`src/rtl/core/snell_refraction_vector_top_macros.svh`:
```
// ----------------------------------------------------------------------------
// snell refraction assertion macros
// shared concurrent assertion shapes for the refraction block
// ----------------------------------------------------------------------------
`ifndef SNELL_REFRACTION_VECTOR_TOP_MACROS_SVH
`define SNELL_REFRACTION_VECTOR_TOP_MACROS_SVH

// implication checked on every rising clock edge outside reset
`define SRV_ASSERT_IMPL(label, clk, rst_n, ante, cons) \
    label: assert property (@(posedge clk) disable iff (!rst_n) (ante) |-> (cons)) \
        else $error("assertion failed");

// next-cycle implication checked outside reset
`define SRV_ASSERT_NEXT(label, clk, rst_n, ante, cons) \
    label: assert property (@(posedge clk) disable iff (!rst_n) (ante) |=> (cons)) \
        else $error("assertion failed");

`endif

```
`src/rtl/core/srv_pkg.sv`:
```
// ----------------------------------------------------------------------------
// srv_pkg
// shared widths and constants for the snell refraction block
// ----------------------------------------------------------------------------
`default_nettype none
package srv_pkg;
    localparam int FracBits = 12;
    localparam int SqrtSteps = 2;
    localparam int DivSteps = 4;
    localparam int LenRadW = 66;
    localparam int LenRootW = 33;
    localparam int DivQW = 32;
    localparam int DiscRadW = 36;
    localparam int DiscRootW = 18;
    localparam int UnitW = 18;

    // truncated integer square root state
    typedef struct packed {
        logic [LenRadW-1:0]  rem;
        logic [LenRootW-1:0] root;
    } t_len_sqrt;

    // one integer square-root step (one radicand bit pair in, one result bit out)
    function automatic logic [LenRadW+LenRootW-1:0] sqrt_step(
        input logic [LenRadW-1:0] rem,
        input logic [LenRootW-1:0] root,
        input logic [1:0] pair
    );
        logic [LenRadW+1:0]  trial_rem;
        logic [LenRadW+1:0]  trial;
        logic [LenRadW-1:0]  n_rem;
        logic [LenRootW-1:0] n_root;
        trial_rem = {rem, pair};
        trial = {{(LenRadW-LenRootW){1'b0}}, root, 2'b01};
        if (trial_rem >= trial) begin
            n_rem = LenRadW'(trial_rem - trial);
            n_root = {root[LenRootW-2:0], 1'b1};
        end else begin
            n_rem = LenRadW'(trial_rem);
            n_root = {root[LenRootW-2:0], 1'b0};
        end
        return {n_rem, n_root};
    endfunction

    // divide by 2^FracBits, halves away from zero
    function automatic logic signed [47:0] rnd_f(input logic signed [47:0] v);
        logic [47:0] m;
        m = v[47] ? 48'(-v) : 48'(v);
        m = (m + 48'(1 << (FracBits - 1))) >> FracBits;
        return v[47] ? -$signed(m) : $signed(m);
    endfunction

    function automatic logic signed [15:0] sat16(input logic signed [47:0] v);
        if (v > 48'sd32767) return 16'sh7fff;
        if (v < -48'sd32768) return 16'sh8000;
        return v[15:0];
    endfunction
endpackage
`default_nettype wire

```
`src/rtl/core/srv_div.sv`:
```
// ----------------------------------------------------------------------------
// srv_div
// pipelined restoring divider for one normalised component
// ----------------------------------------------------------------------------
`default_nettype none
module srv_div import srv_pkg::*; (
    input  wire logic               i_clk,
    input  wire logic               i_en,
    input  wire logic [15:0]        i_mag,
    input  wire logic               i_neg,
    input  wire logic [LenRootW-1:0] i_den,
    output logic signed [UnitW-1:0] o_unit
);
    // numerator (mag << 28) + den/2, quotient below 2^18
    localparam int NumW = 16 + FracBits + 16 + 1;
    localparam int QW = UnitW;
    localparam int PerStage = 3;
    localparam int Stages = (QW + PerStage - 1) / PerStage;
    localparam int RemW = LenRootW + 1;

    logic [NumW-1:0] r_num [0:Stages];
    logic [RemW-1:0] r_rem [0:Stages];
    logic [QW-1:0] r_q [0:Stages];
    logic [LenRootW-1:0] r_den [0:Stages];
    logic r_neg [0:Stages];

    always_ff @(posedge i_clk) begin
        if (i_en) begin
            r_num[0] <= NumW'({i_mag, (FracBits + 16)'(0)}) + NumW'(i_den >> 1);
            r_den[0] <= i_den;
            r_neg[0] <= i_neg;
            r_q[0] <= '0;
            // high bits above the quotient width are always below den
            r_rem[0] <= RemW'(({i_mag, (FracBits + 16)'(0)} + (NumW)'(i_den >> 1)) >> QW);
        end
    end

    for (genvar s = 0; s < Stages; s++) begin : g_st
        logic [RemW-1:0] c_rem [0:PerStage];
        logic [QW-1:0] c_q [0:PerStage];
        assign c_rem[0] = r_rem[s];
        assign c_q[0] = r_q[s];
        for (genvar p = 0; p < PerStage; p++) begin : g_p
            localparam int Bit = QW - 1 - (s * PerStage + p);
            if (Bit >= 0) begin : g_do
                logic [RemW:0] t;
                assign t = {c_rem[p], r_num[s][Bit]};
                assign c_rem[p+1] = (t >= (RemW+1)'(r_den[s])) ?
                    RemW'(t - (RemW+1)'(r_den[s])) : RemW'(t);
                assign c_q[p+1] = {c_q[p][QW-2:0], (t >= (RemW+1)'(r_den[s]))};
            end else begin : g_pass
                assign c_rem[p+1] = c_rem[p];
                assign c_q[p+1] = c_q[p];
            end
        end
        always_ff @(posedge i_clk) begin
            if (i_en) begin
                r_num[s+1] <= r_num[s];
                r_den[s+1] <= r_den[s];
                r_neg[s+1] <= r_neg[s];
                r_rem[s+1] <= c_rem[PerStage];
                r_q[s+1] <= c_q[PerStage];
            end
        end
    end

    assign o_unit = r_neg[Stages] ? -$signed(r_q[Stages]) : $signed(r_q[Stages]);
endmodule
`default_nettype wire

```
`config.mk`:
```
export PLATFORM = sky130hd
export DESIGN_NAME = srv_div
export DESIGN_NICKNAME = d
export VERILOG_FILES = /design/src/rtl/core/snell_refraction_vector_top_macros.svh /design/src/rtl/core/srv_pkg.sv /design/src/rtl/core/srv_div.sv
export SDC_FILE = /design/constraint.sdc
export NUM_CORES = 2
export LEC_CHECK = 0
export ABC_AREA = 1
export BUFFER_PORTS_ARGS = -buffer_cell sky130_fd_sc_hd__buf_4
export CAP_MARGIN = 20
export CORE_MARGIN = 2
export CORE_UTILIZATION = 50
export DETAILED_ROUTE_END_ITERATION = 8
export PLACE_DENSITY = 0.66
export SLEW_MARGIN = 20
export SYNTH_ARGS = -nofsm -noshare
export SYNTH_HDL_FRONTEND = slang
export SYNTH_SLANG_ARGS = --single-unit
```
`constraint.sdc`:
```
create_clock -name i_clk -period 8.09 [get_ports i_clk]
set_input_delay 0.809 -clock i_clk [delete_from_list [all_inputs] [get_ports i_clk]]
set_output_delay 0.809 -clock i_clk [all_outputs]
set_load 0.02 [all_outputs]
```
== Yosys cells after proc, flatten, opt, wreduce, memory -nomap -nowiden ==
Memory sizes are Yosys's and may differ from the RTL's.
Cells that the tools add are included.
Widths: inputs -> output; s select.
Storage, ports and cells
  register bits: 0
  bits in writable memories: 917
  input port bits: 52
  memories: 5
Memory list
  r_num: words 7, bits a word 45, read ports 6, clocked after memory_dff 0, write ports 7, RTL line srv_div.sv:21  | logic [NumW-1:0] r_num [0:Stages];
  r_rem: words 7, bits a word 34, read ports 6, clocked after memory_dff 0, write ports 7, RTL line srv_div.sv:22  | logic [RemW-1:0] r_rem [0:Stages];
  r_den: words 7, bits a word 33, read ports 6, clocked after memory_dff 0, write ports 7, RTL line srv_div.sv:24  | logic [LenRootW-1:0] r_den [0:Stages];
  r_q: words 7, bits a word 18, read ports 7, clocked after memory_dff 0, write ports 7, RTL line srv_div.sv:23  | logic [QW-1:0] r_q [0:Stages];
  r_neg: words 7, bits a word 1, read ports 7, clocked after memory_dff 0, write ports 7, RTL line srv_div.sv:25  | logic r_neg [0:Stages];
Operators by class
  $add $sub $neg: 20
  order comparisons: 18
  mux-type cells: 21
Operators with widths (number)
  $ge 35x33->1: 18
  $mux 34: 18
  $sub 34x33->34: 18
  $add 44x32->45: 1
  $mux 18: 1
  $neg 18->18: 1
  $mux 1: 2

== Logic depth before layout (Yosys ltp) ==
  depth after elaboration: 6
  mapped depth: 53
  mapped depth without buffers: 52

== Worst setup path after synthesis ==
No wires, ideal clock.
  path kind: register -> register
  start: memory r_num[0][27] (netlist name)
  end: memory r_rem[1][24] (netlist name), data pin
  library setup time: 0.253 ns
  data arrival time: 5.683 ns
  data required time: 7.837 ns
  setup slack: 2.153 ns
  stages on the path, launching flop included: 44
  path buffers: 6
  cells stage by stage: edfxtp_1 -> ha_1 -> nand2_1 -> nand2_1 -> o21bai_1 -> nor2_1 -> nor2_1 -> nor2_1 -> nand2_2 -> nand2_2 -> nand2_4 -> buf_4 -> o21ai_0 -> ha_1 -> nand2_1 -> inv_1 -> nand2_1 -> nand2_1 -> [... 8 more ...] -> buf_6 -> buf_4 -> nand2_1 -> o21ai_0 -> ha_1 -> clkbuf_1 -> nand2_1 -> nor2_1 -> nand4_1 -> nor3_1 -> nand3_1 -> nand3_1 -> a31oi_1 -> and2_1 -> buf_4 -> buf_6 -> nand3_1 -> nand2_1
RTL lines (RTL line)
  start: declaration: srv_div.sv:21
  end: declaration: srv_div.sv:22

==> results.json <==
{
  "netlist_area_um2": 58200,
  "rsz0062_at_grt": "false",
  "finalMaxSlewViolations": 0,
  "netlist.area_leader.share_pct": 23.5,
  "stdcell_count": 10900,
  "overflow": 0,
  "cap_violations": 0,
  "core_area_um2": 116000,
  "initial_core_util_pct": 50.2,
  "firstDrtPassIters": 7,
  "dpl.cell_count": 10800,
  "crit_arrival_ns": 8.18,
  "synthArstFlopShare_pct": 0,
  "routed.top_layer": "met5",
  "yosysUniqueCellTypes": 66,
  "finalCritPeriodShare_pct": 96.0,
  "ios": 70,
  "max_stage_delay_ns": 0.44,
  "cp-start-kind": "flip-flop",
  "cpMostUsedCell": "nand2_1",
  "setup_viol": 0,
  "synth_top_area_cell": "edfxtp_1",
  "ant_nets": 0,
  "crit_required_ns": 8.50,
  "dpl.hpwl_mm": 199,
  "ys_warn_count": 0,
  "drive_above_1_share_pct": 8.86,
  "dr_total_vias": 62500,
  "ys_seq_elements": 455,
  "cts_buffer_depth": 3,
  "drt_iter0_drc": 6637,
  "antenna_found_initial": 10,
  "status": "finished clean",
  "worstPathMaxFanout": 20,
  "dieArea_um2": 119000,
  "synth_fp_nets": 9565,
  "tns_ns": 0,
  "n_fill_cell": 11700,
  "area_growth_pct": 12.8,
  "finalNetCount": 10000,
  "cts-buffers-inserted": 56,
  "critPathSlowestCell": "o41ai_1",
  "grt_usage_pct": 38.2,
  "cts_tree": "built",
  "min_period_ns": 7.77,
  "die_height_um": 345,
  "hold_viol": 0,
  "wl_mm": 236,
  "hold_class": "in -> reg",
  "cts_sinks": 455,
  "netlist_instances": 8901,
  "via_per_inst": 5.71,
  "wl_met3_mm": 17.6,
  "crit_type": "reg -> reg",
  "routabilityCongestion": 1.07,
  "grt_pass1_wl_mm": 349,
  "htreeDepth": 2,
  "die_x_um": 345,
  "drc": 0,
  "clock_latency_ns": 0.70,
  "relSlewSlack_pct": 24.1,
  "synth.top_cells.by_area": "edfxtp_1 23%, nand2_1 18%, ha_1 13%",
  "wl_met2_mm": 107,
  "synth.avg_cell_area_um2": 6.54,
  "avgRoutedWirePerCell_um": 21.6,
  "finClkSkew_ns": 0.0396,
  "cts_root_buf": "clkbuf_16",
  "post-route-util_pct": 56.7,
  "wirelength_met1_mm": 96.9,
  "synth_commonest_cells": "2775 x nand2_1, 1268 x inv_1, 668 x nor2_1",
  "rows": 125,
  "synthFlopType": "edfxtp_1",
  "grt_pass1_vias": 58100,
  "cts_hold_repair.buffers": 0,
  "clk_pin_slew_ns": 0.07,
  "cp-end-kind": "flip-flop",
  "portBuffers": 69,
  "fmax_mhz": 129,
  "synth_most_common_cell": "nand2_1",
  "worst_slew_pin_slew_ns": 1.14,
  "synth_edf_count": 455,
  "seq_area_frac_synth_pct": 23.5,
  "grt_max_degree": 167
}
-- path summary, 6_finish.rpt --
path                     start     endpoint  slack [ns]  cells past startpoint
setup / recovery  r_num[0][17]  r_rem[1][6]        0.32                     37
setup reg to reg  r_num[0][17]  r_rem[1][6]        0.32                     37
hold reg to reg      r_q[3][5]    r_q[4][8]        0.41                      0
hold / removal        i_den[0]  r_den[0][0]        0.32                      1
-- metal layers --
metal | track usage [%] | vias to the layer above
li1 | - | 30400
met1 | 48.7 | 28800
met2 | 62.7 | 2697
met3 | 4.87 | 554
met4 | 20.9 | 10
met5 | 0 | -
-- cell type report --
| class | instances | area [um2] | share of cell area (%) |
|---|---|---|---|
| well taps | 1524 | 1910 | 2.90 |
| multi-input cells | 7018 | 38900 | 59.3 |
| flip-flops and latches | 455 | 13700 | 20.8 |
| repair buffers | 547 | 4350 | 6.63 |
| diodes | 4 | 10.0 | 0.0152 |
| inverters | 1290 | 4850 | 7.39 |
| clock buffers | 59 | 1430 | 2.18 |
| clock inverters | 44 | 495 | 0.755 |
-- logic make-up (layout without fill, tap and decap cells) --
group	count (synthesis)	count (layout)	share of synthesized area, %
other cells	0	4	0
flops	455	455	23.5
buf+inv	1429	1940	9.79
compound gates	1460	1460	13.9
simple gates	4489	4490	32.6
xor+xnor	456	456	6.86
fa+ha+maj	612	612	13.4
-- per-stage QoR --
step                instance area (um2)  setup slack, ns  hold WS, ns
floorplan                         58200             2.15        0.400
global placement                  63500            0.168        0.402
detailed placement                63500            0.327        0.405
CTS                               65400            0.285        0.286
global route                      65700           0.0142        0.310
finish                            65700            0.321        0.322
-- worst max-delay path: cells and delay by family (launching register included) --
kind	cells	cell delay (ns)
AOI/OAI and AO/OA	7	1.81
buffers and inverters	9	1.26
and+or+nand+nor	17	2.77
DFF	1	0.42
adders and majority gates	4	1.22
-- sequential cells by signal (all words and copies together) (netlist names) --
name	count
r_rem	171
r_den	170
r_q	63
r_num	44
r_neg	7
-- cell usage in the layout, fill, tap and decap left out, types with 193 or more instances in the layout --
cell type,count
a21oi_1,636
inv_1,1265
nand3_1,540
edfxtp_1,455
xnor2_1,193
xor2_1,263
ha_1,593
buf_4,527
nand2_1,2775
o21ai_0,424
nor2_1,665
-- what timing repair did --
item,in CTS,in global routing
setup buffers,0,14
endpoints found under the setup margin,0,159
endpoints found under the hold margin,0,0
resized for setup,0,28
Power is not shown: default switching activity piles up to over one toggle a cycle in this logic, so the estimate is an artifact.
